### config.mk
export PLATFORM = sky130hd
export DESIGN_NAME = ring_buffer_deque
export DESIGN_NICKNAME = d
export VERILOG_FILES = /design/src/hdl/rbd_pkg.sv /design/src/hdl/rbd_ctrl.sv /design/src/hdl/rbd_dp.sv /design/src/hdl/ring_buffer_deque.sv
export SDC_FILE = /design/constraint.sdc
export NUM_CORES = 1
export LEC_CHECK = 0
export BUFFER_PORTS_ARGS = -buffer_cell sky130_fd_sc_hd__buf_2
export CAP_MARGIN = 20
export CORE_ASPECT_RATIO = 2
export CORE_MARGIN = 10
export CORE_UTILIZATION = 39
export CTS_CLUSTER_DIAMETER = 50
export CTS_CLUSTER_SIZE = 25
export DETAILED_ROUTE_END_ITERATION = 7
export RECOVER_POWER = 25
export SYNTH_ARGS = -nofsm -noshare
export SYNTH_HDL_FRONTEND = slang
export SYNTH_SLANG_ARGS = --single-unit
### constraint.sdc
create_clock -name i_clk -period 5.1 [get_ports i_clk]
set_clock_uncertainty 0.05 [all_clocks]
set_input_delay 0.255 -clock i_clk [delete_from_list [all_inputs] [get_ports i_clk]]
set_output_delay 0.255 -clock i_clk [all_outputs]
set_load 0.02 [all_outputs]
### src/hdl/rbd_pkg.sv
`default_nettype none

package rbd_pkg;

    // Storage geometry.
    localparam int DEPTH      = 16;
    localparam int DATA_WIDTH = 32;
    localparam int IDX_W      = (DEPTH > 1) ? $clog2(DEPTH) : 1;
    localparam int CNT_W      = $clog2(DEPTH + 1);

    // Fixed field widths of the command and result items.
    localparam int CMD_W    = 2;
    localparam int VALUE_W  = 32;
    localparam int STATUS_W = 2;
    localparam int POPPED_W = 32;
    localparam int COUNT_W  = 5;

    typedef enum logic [CMD_W-1:0] {
        CMD_PUSH_FRONT = 2'd0,
        CMD_PUSH_BACK  = 2'd1,
        CMD_POP_FRONT  = 2'd2,
        CMD_POP_BACK   = 2'd3
    } t_cmd;

    typedef enum logic [STATUS_W-1:0] {
        ST_OK    = 2'd0,
        ST_EMPTY = 2'd1,
        ST_FULL  = 2'd2
    } t_status;

    typedef struct packed {
        t_cmd                 cmd;
        logic [VALUE_W-1:0]   value;
    } t_in_item;

    typedef struct packed {
        t_status              status;
        logic [POPPED_W-1:0]  popped;
        logic [COUNT_W-1:0]   count;
    } t_out_item;

    typedef enum logic {
        S_IDLE,
        S_RESP
    } t_state;

endpackage

`default_nettype wire

### src/hdl/rbd_ctrl.sv
`default_nettype none

module rbd_ctrl (
    input  wire  i_clk,
    input  wire  i_rst_n,
    input  wire  start,
    output logic busy,
    output logic o_exec,
    output logic o_done
);

    rbd_pkg::t_state r_state;
    rbd_pkg::t_state n_state;

    always_ff @(posedge i_clk) begin
        if (!i_rst_n) begin
            r_state <= rbd_pkg::S_IDLE;
        end else begin
            r_state <= n_state;
        end
    end

    always_comb begin
        n_state = r_state;
        busy    = 1'b0;
        o_exec  = 1'b0;
        o_done  = 1'b0;
        case (r_state)
            rbd_pkg::S_IDLE: begin
                if (start) begin
                    o_exec  = 1'b1;
                    n_state = rbd_pkg::S_RESP;
                end
            end
            rbd_pkg::S_RESP: begin
                busy    = 1'b1;
                o_done  = 1'b1;
                n_state = rbd_pkg::S_IDLE;
            end
            default: begin
                n_state = rbd_pkg::S_IDLE;
            end
        endcase
    end

    // Every accepted command yields exactly one strobe, in the very next cycle.
    a_exec_then_done: assert property (@(posedge i_clk) disable iff (!i_rst_n)
        o_exec |=> o_done)
        else $error("accepted command not followed by a result strobe");

    a_done_single: assert property (@(posedge i_clk) disable iff (!i_rst_n)
        o_done |=> !o_done)
        else $error("result strobe held longer than one cycle");

    a_no_exec_when_busy: assert property (@(posedge i_clk) disable iff (!i_rst_n)
        busy |-> !o_exec)
        else $error("command executed while busy");

endmodule

`default_nettype wire

### src/hdl/rbd_dp.sv
`default_nettype none

module rbd_dp (
    input  wire                 i_clk,
    input  wire                 i_rst_n,
    input  wire                 i_exec,
    input  rbd_pkg::t_in_item   i_item,
    output rbd_pkg::t_out_item  o_result
);

    localparam int DW   = rbd_pkg::DATA_WIDTH;
    localparam int IW   = rbd_pkg::IDX_W;
    localparam int CW   = rbd_pkg::CNT_W;
    localparam int PW   = rbd_pkg::POPPED_W;
    localparam int OCW  = rbd_pkg::COUNT_W;
    localparam logic [IW-1:0] LAST_IDX = IW'(rbd_pkg::DEPTH - 1);
    localparam logic [CW-1:0] FULL_CNT = CW'(rbd_pkg::DEPTH);

    logic [DW-1:0]     r_slots [rbd_pkg::DEPTH];
    logic [IW-1:0]     r_front;
    logic [IW-1:0]     r_back;
    logic [CW-1:0]     r_held;
    rbd_pkg::t_status  r_status;
    logic              r_pop_ok;
    logic [DW-1:0]     r_rd_data;

    logic [IW-1:0]     n_front;
    logic [IW-1:0]     n_back;
    logic [CW-1:0]     n_held;
    rbd_pkg::t_status  n_status;

    logic              is_push;
    logic              is_front;
    logic              full;
    logic              empty;
    logic              push_ok;
    logic              pop_ok;
    logic [IW-1:0]     front_dec;
    logic [IW-1:0]     front_inc;
    logic [IW-1:0]     back_dec;
    logic [IW-1:0]     back_inc;
    logic [IW-1:0]     wr_addr;
    logic [IW-1:0]     rd_addr;

    always_comb begin
        is_push  = (i_item.cmd == rbd_pkg::CMD_PUSH_FRONT) ||
                   (i_item.cmd == rbd_pkg::CMD_PUSH_BACK);
        is_front = (i_item.cmd == rbd_pkg::CMD_PUSH_FRONT) ||
                   (i_item.cmd == rbd_pkg::CMD_POP_FRONT);
        full     = (r_held == FULL_CNT);
        empty    = (r_held == '0);
        push_ok  = is_push && !full;
        pop_ok   = !is_push && !empty;

        front_dec = (r_front == '0) ? LAST_IDX : r_front - 1'b1;
        front_inc = (r_front == LAST_IDX) ? '0 : r_front + 1'b1;
        back_dec  = (r_back == '0) ? LAST_IDX : r_back - 1'b1;
        back_inc  = (r_back == LAST_IDX) ? '0 : r_back + 1'b1;

        wr_addr = is_front ? front_dec : back_inc;
        rd_addr = is_front ? r_front : r_back;

        n_front  = r_front;
        n_back   = r_back;
        n_held   = r_held;
        n_status = rbd_pkg::ST_OK;
        if (is_push) begin
            if (full) begin
                n_status = rbd_pkg::ST_FULL;
            end else begin
                n_held = r_held + 1'b1;
                if (is_front) begin
                    n_front = front_dec;
                end else begin
                    n_back = back_inc;
                end
            end
        end else begin
            if (empty) begin
                n_status = rbd_pkg::ST_EMPTY;
            end else begin
                n_held = r_held - 1'b1;
                if (is_front) begin
                    n_front = front_inc;
                end else begin
                    n_back = back_dec;
                end
            end
        end
    end

    always_ff @(posedge i_clk) begin
        if (!i_rst_n) begin
            r_front <= '0;
            r_back  <= LAST_IDX;
            r_held  <= '0;
        end else if (i_exec) begin
            r_front <= n_front;
            r_back  <= n_back;
            r_held  <= n_held;
        end
    end

    always_ff @(posedge i_clk) begin
        if (i_exec) begin
            r_status <= n_status;
            r_pop_ok <= pop_ok;
        end
    end

    // Slot store: one write port, one registered read port.
    always_ff @(posedge i_clk) begin
        if (i_exec && push_ok) begin
            r_slots[wr_addr] <= DW'(i_item.value);
        end
    end

    always_ff @(posedge i_clk) begin
        if (i_exec && pop_ok) begin
            r_rd_data <= r_slots[rd_addr];
        end
    end

    always_comb begin
        o_result.status = r_status;
        o_result.popped = r_pop_ok ? PW'(r_rd_data) : '0;
        o_result.count  = OCW'(r_held);
    end

    a_held_bounded: assert property (@(posedge i_clk) disable iff (!i_rst_n)
        r_held <= FULL_CNT)
        else $error("element count exceeds capacity");

    a_reject_keeps_state: assert property (@(posedge i_clk) disable iff (!i_rst_n)
        (i_exec && n_status != rbd_pkg::ST_OK) |=>
            ($stable(r_held) && $stable(r_front) && $stable(r_back)))
        else $error("rejected command changed the deque");

    a_pop_decrements: assert property (@(posedge i_clk) disable iff (!i_rst_n)
        (i_exec && pop_ok) |=> (r_held == $past(r_held) - 1'b1))
        else $error("successful pop did not decrement the count");

endmodule

`default_nettype wire

### src/hdl/ring_buffer_deque.sv
`default_nettype none

// Ring buffer deque: a double-ended queue of rbd_pkg::DEPTH elements kept in a
// circular slot store. A command is taken at a rising edge where start is high
// and busy is low; it pushes i_item.value at the front or the back, or pops one
// element from either end. Every command produces exactly one result, shown on
// o_result for a single cycle with o_done high, in the cycle right after the
// command is taken; the receiver cannot stall it, so it must capture the result
// on that strobe. busy is high during the result cycle, so no new command can be
// taken before the result has been shown. The result fields and the
// read port of the slot store are registered at the accepting edge.
// The gap between commands comes from the controller, which holds busy
// for the one cycle in which the result is shown. The result carries a status
// (ok, pop on empty, push on full dropped), the popped element (zero on pushes
// and failed pops) and the element count after the command. A rejected command
// leaves the deque untouched. No clearing pass follows reset: the store is only
// ever read at slots that an earlier push wrote.
module ring_buffer_deque (
    input  wire                 i_clk,
    input  wire                 i_rst_n,
    input  wire                 start,
    output logic                busy,
    input  rbd_pkg::t_in_item   i_item,
    output logic                o_done,
    output rbd_pkg::t_out_item  o_result
);

    logic exec;

    // The controller sequences accept and result cycles.
    rbd_ctrl u_ctrl (
        .i_clk   (i_clk),
        .i_rst_n (i_rst_n),
        .start   (start),
        .busy    (busy),
        .o_exec  (exec),
        .o_done  (o_done)
    );

    // The datapath holds the slots, both end indices and the count, and it
    // registers the result fields when a command executes.
    rbd_dp u_dp (
        .i_clk    (i_clk),
        .i_rst_n  (i_rst_n),
        .i_exec   (exec),
        .i_item   (i_item),
        .o_result (o_result)
    );

endmodule

`default_nettype wire
==> summary.md, run 1 <==
| Metric | Value |
|---|---|
| Commonest register cell after synthesis | edfxtp_1 |
| Placer Congestion | 0.772 |
| H-tree Lvls | 1 |
| Worst R2R Setup Slack | 1810 ps |
| Synth Area in Simple Gates | 3.62% |
| Total gr overflow | 0 |
| Crit path DAT | 3510 ps |
| # setup viols final | 0 |
| Die Ht | 355 um |
| Post-route worst setup slack | 1810 ps |
| Hold Vio Cnt, Final | 0 |
| Site Rows | 122 |
| DRC | 0 |
| Worst-path fanout max | 18 |
| Worst slew pin tran | 1200 ps |
| Reg-to-reg endpoint | u_dp.r_slots[15][13] |
| Fin cells | 2,106 |
| Die Width | 187 um |
| Synth unique cells | 42 |
| Number of DRC markers in iteration 0 | 822 |
| CTS Root Cell | clkbuf_16 |
| Final period utilization | 64.5% |
| Combinational family with the most area after synthesis | multiplexers |
| Startpoint types | flop |
| Worst VDD drop | 218 uV |
| Hold_sp | start |
| Post-Syn Area | 21,800 sq um |
| Initial Utilization | 39.4% |
| CTS sink cnt | 561 |
| Total power | 8.81 mW |
| Vias post-DR | 11,300 |
| Largest net degree at the start of global routing | 145 |
| Crit Path Category | reg -> reg |
| Hold EP | u_ctrl.r_state |
| Sequential share of the synthesized area | 76.6% |
| Final min period | 3290 ps |
| Vias per inst | 5.36 |
| Deepest clock path buffer count | 3 |
| Number of synthesis warnings | 0 |
| Clock transition at path regs | 100 ps |
| Worst reg2reg path depth | 7 |
| Setup WS pre-CTS | 1680 ps |
| Share of cells above drive strength 1 | 11.0% |
| Final core utilization | 44.0% |
| Drt total wl | 52,100 um |
| Die area | 66,400 sq um |
| Cells after DPL | 2,029 |
| Ports | 78 |
| Syn nets | 1,291 |
| Final net count | 1,394 |
| Post-DP HPWL | 30,900 um |
| Status | finished, final reports clean |
| Hold Slack | 58.6 ps |
| Clk_lat worst skew | 600 ps |
| Fin. max-slew vios | 0 |
| Post-Synth Adder-Cell Area | 0.550% |
| Fin Setup TNS | 0 ps |
| Worst hold stages | 3 |
| Vias in the first global route | 11,800 |
| Post-synthesis compound-gate area fraction | 5.20% |
| Max-cap violations | 0 |
| Slew headroom | 20.2% |
| Number of flops mapped to enable cells by yosys | 547 |
| Cts repair resizes | 0 |
| First-pass GRT wire length | 77,300 um |
| Dpl cell area | 23,200 sq um |
| Drt wl/cell | 24.8 um |
| Ys async rst share | 0% |
| Hold Path Class | in -> reg |
| Global-route usage over all layers | 15.3% |
| Synth Register Bits | 561 |
| Buffers added on ports | 77 |
| Number of nets still failing antenna checks after routing | 0 |
| Critical Path Sink Type | flop |
| Core area | 55,400 sq um |
| Initial antenna violation count | 1 |
| Most common cell after layout, fill and taps aside | edfxtp_1 |
| Fmax | 0.304 GHz |
| Syn Inst Count | 1,245 |
| Post-route cell area | 24,400 sq um |
| RSZ-0062 raised after global routing | no |
| Worst R2R Start | u_dp.r_back[0] |
| Highest-count cells in the layout ignoring fill and taps | edfxtp_1 (547), mux2i_1 (260), o22ai_1 (129) |
| Req. time, crit path | 5320 ps |
| Leak | 8.43 nW |
| TritonCTS clock tree | done |
| Xor and xnor fraction of the mapped netlist area | 0.321% |
| Post-synthesis mux area share | 12.1% |
| Area Growth Syn to Fin | 11.8% |
| PwrDens | 361 nW/um^2 |
| Initial DRT Pass Iterations | 5 |
| Num CTS Buffers | 29 |
| Avg Inst Size Synth | 17.5 sq um |
-- cells in the mapped netlist (6+ instances only) --
cell      instances  area share (%)
inv_1            10            0.17
a21oi_1          14            0.32
buf_4             6            0.21
o22ai_1         129             3.7
mux2i_1         261              12
ha_1              8            0.46
and2_1           32            0.92
xnor2_1           7            0.28
nand2_1          29            0.50
edfxtp_1        547              75
or4_1            33             1.1
o21ai_0           9            0.21
buf_2            35            0.80
nor2_1           32            0.55
clkbuf_1         14            0.24
buf_1            10            0.17
dfxtp_1          14             1.3
o21a_1            7            0.24
-- power breakdown --
group	switching (mW)	total [mW]	internal, mW
Clock	1.44	2.61	1.17
Combinational	0.623	0.986	0.363
Sequential	0.0437	5.21	5.17
Total	2.11	8.81	6.71
-- metal layers --
metal	vias to the layer above	global-route usage (%)	wire length (um)
met1	5803	17.2	20200
met5	-	0	0
li1	5147	-	-
met2	264	29.2	28600
met4	0	5.23	1460
met3	72	1.75	1900
-- cell families after synthesis --
kind of cell	Yosys count
fa+ha+maj	9
simple gates	145
mux	263
buf+inv	78
xor+xnor	8
flops	561
compound gates	181
-- worst max-delay path, cell delays in order (launching register included) --
cell	delay [ps]
dfxtp_1	410
ha_1	320
and3_1	210
o21ai_0	250
o21a_1	200
nand2_1	230
nor2_4	810
buf_4	440
-- area by class of cell --
class	instances	area (sq um)
Fill cell	4783	31000
Clock buffer	32	737
Sequential cell	561	16700
Multi-Input combinational cell	606	4910
Antenna cell	1	2.50
Timing Repair Buffer	138	918
Tap cell	744	931
Inverter	12	45.0
Clock inverter	12	156
-- worst max path at each step --
stage | end | from | cells after the start | slack [ps]
global placement | u_dp.r_rd_data[31] | i_item[32] | 6 | 1730
finish | u_dp.r_slots[15][13] | u_dp.r_back[0] | 7 | 1810
global route | u_dp.r_slots[0][8] | u_dp.r_front[1] | 8 | 1700
floorplan | u_dp.r_rd_data[0] | u_dp.r_held[0] | 3 | 1600
detailed placement | u_dp.r_rd_data[31] | i_item[32] | 6 | 1680
CTS | u_dp.r_slots[15][13] | u_dp.r_back[0] | 7 | 1820
-- state kept, by name, summed over array words and instances (netlist names) --
register	flops
u_dp.r_rd_data	32
u_dp.r_status	2
u_dp.r_pop_ok	1
u_dp.r_front	4
u_dp.r_slots	512
u_dp.r_held	5
u_dp.r_back	4
u_ctrl.r_state	1
-- timing repair --
action                                  in CTS  in global routing
endpoints found under the setup margin       0                  0
hold buffers                                32                  0
hold endpoints to repair                   479                  0
setup buffers                                0                  0
Power figures use the tool's default switching activity.
==> run 2, diff against run 1 <==
==> constraint.sdc (replaced) <==
create_clock -name i_clk -period 3.32 [get_ports i_clk]
set_clock_uncertainty 0.05 [all_clocks]
set_input_delay 0.166 -clock i_clk [delete_from_list [all_inputs] [get_ports i_clk]]
set_output_delay 0.166 -clock i_clk [all_outputs]
set_load 0.02 [all_outputs]
==> summary.md, run 2 (same netlist as run 1, synthesis figures left out) <==
| Metric | Value |
|---|---|
| Worst R2R Start | u_dp.r_front[0] |
| Share of cells above drive strength 1 | 12.7% (+1.7 points) |
| Num CTS Buffers | 30 (+3.4%) |
| Worst hold stages | 3 (unchanged) |
| Clock transition at path regs | 100 ps (about the same) |
| Critical Path Sink Type | flop |
| Fin cells | 2,132 (+1.2%) |
| Die Width | 187 um (unchanged) |
| Final period utilization | 83.4% (+19 points) |
| Slew headroom | 49.9% (+30 points) |
| CTS sink cnt | 561 (unchanged) |
| Leak | 8.70 nW (+3.2%) |
| Final net count | 1,416 (+1.6%) |
| Die area | 66,400 sq um (unchanged) |
| Biggest register | u_dp.r_slots |
| Worst reg2reg path depth | 8 (+1) |
| RSZ-0062 raised after global routing | no |
| Vias per inst | 5.36 (about the same) |
| Crit-path slowest cell | dfxtp_1 |
| Number of DRC markers in iteration 0 | 936 (+14%) |
| Dpl cell area | 23,700 sq um (+2.2%) |
| Most common cell after layout, fill and taps aside | edfxtp_1 |
| Worst VDD drop | 339 uV (+55%) |
| Highest-count cells in the layout ignoring fill and taps | edfxtp_1 (547), mux2i_1 (260), o22ai_1 (129) |
| CP max stage delay | 440 ps (-370 ps) |
| Cells after DPL | 2,047 (+0.89%) |
| # setup viols final | 0 (unchanged) |
| Clk_lat worst skew | 630 ps (+30 ps) |
| Fin Setup TNS | 0 ps (unchanged) |
| Post-DP HPWL | 29,900 um (-3.5%) |
| Startpoint types | flop |
| Die Ht | 355 um (unchanged) |
| Hold_sp | i_item[32] |
| Initial antenna violation count | 1 (unchanged) |
| TritonCTS clock tree | done |
| Hold Vio Cnt, Final | 0 (unchanged) |
| Deepest clock path buffer count | 3 (unchanged) |
| DRC | 0 (unchanged) |
| Max-cap violations | 0 (unchanged) |
| Req. time, crit path | 3570 ps (-1750 ps) |
| Regs by FF count | u_dp.r_slots: 512 flops, u_dp.r_rd_data: 32 flops, u_dp.r_held: 5 flops |
| Ports | 78 (unchanged) |
| Initial DRT Pass Iterations | 5 (unchanged) |
| H-tree Lvls | 1 (unchanged) |
| Drt wl/cell | 24.7 um (-0.41%) |
| Largest net degree at the start of global routing | 45 (-69%) |
| Worst-path fanout max | 19 (+1) |
| Cts repair resizes | 0 (unchanged) |
| Crit Path Category | reg -> reg |
| Number of nets still failing antenna checks after routing | 0 (unchanged) |
| Max reg flops | 512 (unchanged) |
| Buffers added on ports | 77 (unchanged) |
| Global-route usage over all layers | 15.5% (+0.14 points) |
| Worst slew pin tran | 744 ps (-453 ps) |
| Vias post-DR | 11,400 (+1.3%) |
| Cells along the critical path | inv_1 > ha_1 > o21bai_1 > a21oi_1 > mux2_2 > nand2_1 > nor2_4 > buf_12 |
| Initial Utilization | 39.4% (unchanged) |
| Vias in the first global route | 11,800 (-0.059%) |
| CTS Root Cell | clkbuf_16 |
| Hold EP | u_dp.r_back[0] |
| Drt total wl | 52,600 um (+0.82%) |
| Area Growth Syn to Fin | 14.9% |
| Fmax | 0.361 GHz (+19%) |
| Core area | 55,400 sq um (unchanged) |
| Worst R2R Setup Slack | 550 ps (-1260 ps) |
| Final min period | 2770 ps (-519 ps) |
| Site Rows | 122 (unchanged) |
| Crit path DAT | 3020 ps (-490 ps) |
| Fin. max-slew vios | 0 (unchanged) |
| Total gr overflow | 0 (unchanged) |
| First-pass GRT wire length | 77,400 um (about the same) |
| Fillers | 4,721 (-1.3%) |
| Reg-to-reg endpoint | u_dp.r_slots[2][8] |
| Status | finished, final reports clean |
| Placer Congestion | 0.779 (+0.91%) |
| Post-route cell area | 25,100 sq um (+2.7%) |
| PwrDens | 553 nW/um^2 (+53%) |
| Hold Path Class | in -> reg |
==> run 2: repair_timing <==
item / in CTS / in global routing
hold buffers: 35 / 0
buffers inserted: 0 / 0
hold endpoints to repair: 526 / 0
==> run 2: cell type report <==
class,count,area (sq um),share of cell area (%)
clock inverters,16,223,0.888
repair buffers,159,1460,5.84
well taps,744,931,3.71
diodes,1,2.50,0.00998
flip-flops and latches,561,16700,66.6
inverters,12,45.0,0.180
multi-input cells,606,4910,19.6
clock buffers,33,783,3.12
==> run 2: critical path, delay by kind of cell, from the launching register on <==
kind                     cells  cell delay (ps)
multiplexers                 1              210
buffers and inverters        2              390
AND/OR/NAND/NOR              2              600
flip-flops                   1              440
adder cells (fa/ha/maj)      1              290
AO/OA/AOI/OAI                2              410
==> run 2: per-layer routing <==
layer | track usage [%] | vias to the layer above | wire (um) | part of all wire [%]
met1 | 18.6 | 5885 | 21100 | 40
met5 | 0 | - | 0 | 0
met3 | 1.54 | 64 | 2240 | 4.3
met2 | 28.4 | 288 | 28000 | 53
met4 | 4.91 | 0 | 1210 | 2.3
li1 | - | 5196 | - | -
==> run 2: worst max path at each step <==
stage / slack (ps) / startpoint / to
3_3_place_gp: 560 / i_item[32] / u_dp.r_rd_data[7]
5_1_grt: 340 / u_dp.r_front[0] / u_dp.r_slots[2][14]
6_report: 550 / u_dp.r_front[0] / u_dp.r_slots[2][8]
3_5_place_dp: 500 / i_item[32] / u_dp.r_rd_data[7]
2_1_floorplan: 60 / u_dp.r_back[0] / u_dp.r_slots[12][0]
4_1_cts: 570 / u_dp.r_front[0] / u_dp.r_slots[2][11]
==> run 2: metrics by stage <==
| stage | setup slack (ps) | utilization, % | hold WS, ps | power (mW) |
|---|---|---|---|---|
| floorplan | 59.1 | - | 196 | 9.13 |
| global placement | 559 | 42.8 | 358 | 9.72 |
| detailed placement | 504 | 42.8 | 374 | 9.75 |
| CTS | 573 | 45.3 | 19.6 | 14.0 |
| global route | 340 | 45.2 | 86.7 | 14.3 |
| finish | 552 | 45.2 | 51.0 | 13.9 |
==> run 2: power by group <==
group          internal, mW  total [mW]  leakage [nW]  switching, mW
combinational         0.618        1.58          3.18          0.966
sequential             7.94        8.01          5.05         0.0682
clock                  1.99        4.26         0.472           2.28
total                  10.5        13.9          8.70           3.31
==> run 3, diff against run 2 <==
==> constraint.sdc (replaced) <==
create_clock -name i_clk -period 2.5 [get_ports i_clk]
set_clock_uncertainty 0.05 [all_clocks]
set_input_delay 0.125 -clock i_clk [delete_from_list [all_inputs] [get_ports i_clk]]
set_output_delay 0.125 -clock i_clk [all_outputs]
set_load 0.02 [all_outputs]
==> summary.md, run 3 (same netlist as run 1, synthesis figures left out) <==
| Metric | Value |
|---|---|
| Final min period | 2430 ps (-338 ps) |
| Critical Path Sink Type | flop |
| Post-DP HPWL | 31,900 um (+6.9%) |
| Fmax | 0.412 GHz (+14%) |
| Initial antenna violation count | 3 (+2) |
| Number of nets still failing antenna checks after routing | 0 (unchanged) |
| CTS Root Cell | clkbuf_16 |
| Total power | 18.1 mW (+31%) |
| Fin cells | 2,184 (+2.4%) |
| Initial DRT Pass Iterations | 4 (-1) |
| Most common cell after layout, fill and taps aside | edfxtp_1 |
| Worst VDD drop | 436 uV (+29%) |
| Hold Vio Cnt, Final | 0 (unchanged) |
| DRC | 0 (unchanged) |
| Hold Slack | 66.1 ps (+15.0 ps) |
| Num CTS Buffers | 28 (-6.7%) |
| Max reg flops | 512 (unchanged) |
| Die Ht | 355 um (unchanged) |
| Buffers added on ports | 77 (unchanged) |
| Vias post-DR | 11,600 (+1.5%) |
| Startpoint types | flop |
| Final core utilization | 46.0% (+0.73 points) |
| Global-route usage over all layers | 15.5% (about the same) |
| Vias per inst | 5.31 (-0.96%) |
| # setup viols final | 0 (unchanged) |
| PwrDens | 710 nW/um^2 (+28%) |
| Initial Utilization | 39.4% (unchanged) |
| Fin Setup TNS | 0 ps (unchanged) |
| Cells after DPL | 2,104 (+2.8%) |
| Crit path DAT | 2710 ps (-310 ps) |
| CTS sink cnt | 561 (unchanged) |
| Ports | 78 (unchanged) |
| Area Growth Syn to Fin | 16.7% |
| Vias in the first global route | 12,100 (+1.9%) |
| Final net count | 1,472 (+4.0%) |
| Fin. max-slew vios | 0 (unchanged) |
| Req. time, crit path | 2780 ps (-790 ps) |
| Biggest register | u_dp.r_slots |
| Site Rows | 122 (unchanged) |
| Max-cap violations | 0 (unchanged) |
| Hold Path Class | in -> reg |
| Fillers | 4,696 (-0.53%) |
| Worst-path fanout max | 19 (unchanged) |
| Worst slew pin tran | 733 ps (-11.2 ps) |
| Worst R2R Setup Slack | 70 ps (-480 ps) |
| Leak | 8.97 nW (+3.1%) |
| Clock transition at path regs | 90 ps (about the same) |
| Placer Congestion | 0.803 (+3.1%) |
| H-tree Lvls | 1 (unchanged) |
| Postcts setup bufs | 0 (unchanged) |
| Regs by FF count | u_dp.r_slots: 512 flops, u_dp.r_rd_data: 32 flops, u_dp.r_held: 5 flops |
| Deepest clock path buffer count | 3 (unchanged) |
| First-pass GRT wire length | 78,100 um (+0.94%) |
| Drt wl/cell | 24.0 um (-2.6%) |
| Slew headroom | 51.1% (+1.3 points) |
| Drt total wl | 52,400 um (-0.23%) |
| Highest-count cells in the layout ignoring fill and taps | edfxtp_1 (547), mux2i_1 (260), o22ai_1 (128) |
| Number of DRC markers in iteration 0 | 864 (-7.7%) |
| Total gr overflow | 0 (unchanged) |
| Die Width | 187 um (unchanged) |
| TritonCTS clock tree | done |
| Share of cells above drive strength 1 | 15.9% (+3.2 points) |
| Status | finished, final reports clean |
| Core area | 55,400 sq um (unchanged) |
| Die area | 66,400 sq um (unchanged) |
| Clk_lat worst skew | 600 ps (-30 ps) |
| Final period utilization | 97.2% (+14 points) |
| Crit Path Category | reg -> reg |
| Largest net degree at the start of global routing | 67 (+49%) |
run 3: cell types whose count changed in the layout (fill, tap and decap cells not counted), moves of 2 or more:
cell,previous run,this run
buf_12,32,35
buf_16,0,2
buf_2,56,54
buf_4,15,67
clkbuf_1,23,26
clkinvlp_4,4,1
run 3: path summary, 6_finish.rpt:
kind / end / cells past startpoint / from
worst max-delay path: u_dp.r_rd_data[12] / 6 / u_dp.r_back[2]
worst min-delay path: u_dp.r_back[3] / 4 / i_item[32]
worst max register to register: u_dp.r_rd_data[12] / 6 / u_dp.r_back[2]
worst min register to register: u_dp.r_held[2] / 2 / u_dp.r_held[2]
run 3: critical path, stage by stage (launching register included):
cell	delay (ps)
dfxtp_1	590
inv_1	210
a31o_2	300
nand2_2	130
buf_12	200
o22ai_1	150
or4_1	510
run 3: power by group:
group | total (mW) | switching [mW] | internal [mW] | leakage, nW
Clock | 5.22 | 2.86 | 2.36 | 0.420
Combinational | 2.24 | 1.32 | 0.916 | 3.50
Sequential | 10.6 | 0.0805 | 10.5 | 5.05
run 3: per-stage QoR:
step | area, sq um | worst slack, ps
2_1_floorplan | 21900 | -282
3_3_place_gp | 24200 | -8.46
3_5_place_dp | 24200 | -26.1
4_1_cts | 25400 | 72.4
5_1_grt | 25500 | -0.965
6_report | 25500 | 70.4
run 3: routing by layer:
layer	track usage, %	vias to the layer above	share of wire [%]
met4	4.74	2	2.4
met1	17.6	5974	39
met5	0	-	0.013
met3	1.57	68	3.9
met2	29.6	248	55
li1	-	5307	-
run 3: what timing repair did:
item / in CTS / in global routing
gates resized for setup: 2 / 4
pin swaps: 1 / 1
hold buffers: 35 / 0
hold endpoints to repair: 526 / 0
setup endpoints to repair: 97 / 88
cloned: 0 / 1
run 3: cell type report:
type,instances,area [sq um],area share (%)
Inverter,12,45.0,0.177
Clock inverter,10,128,0.501
Tap cell,744,931,3.65
Timing Repair Buffer,217,1990,7.82
Sequential cell,561,16700,65.6
Multi-Input combinational cell,606,4930,19.3
Clock buffer,32,737,2.89
Antenna cell,2,5.00,0.0197
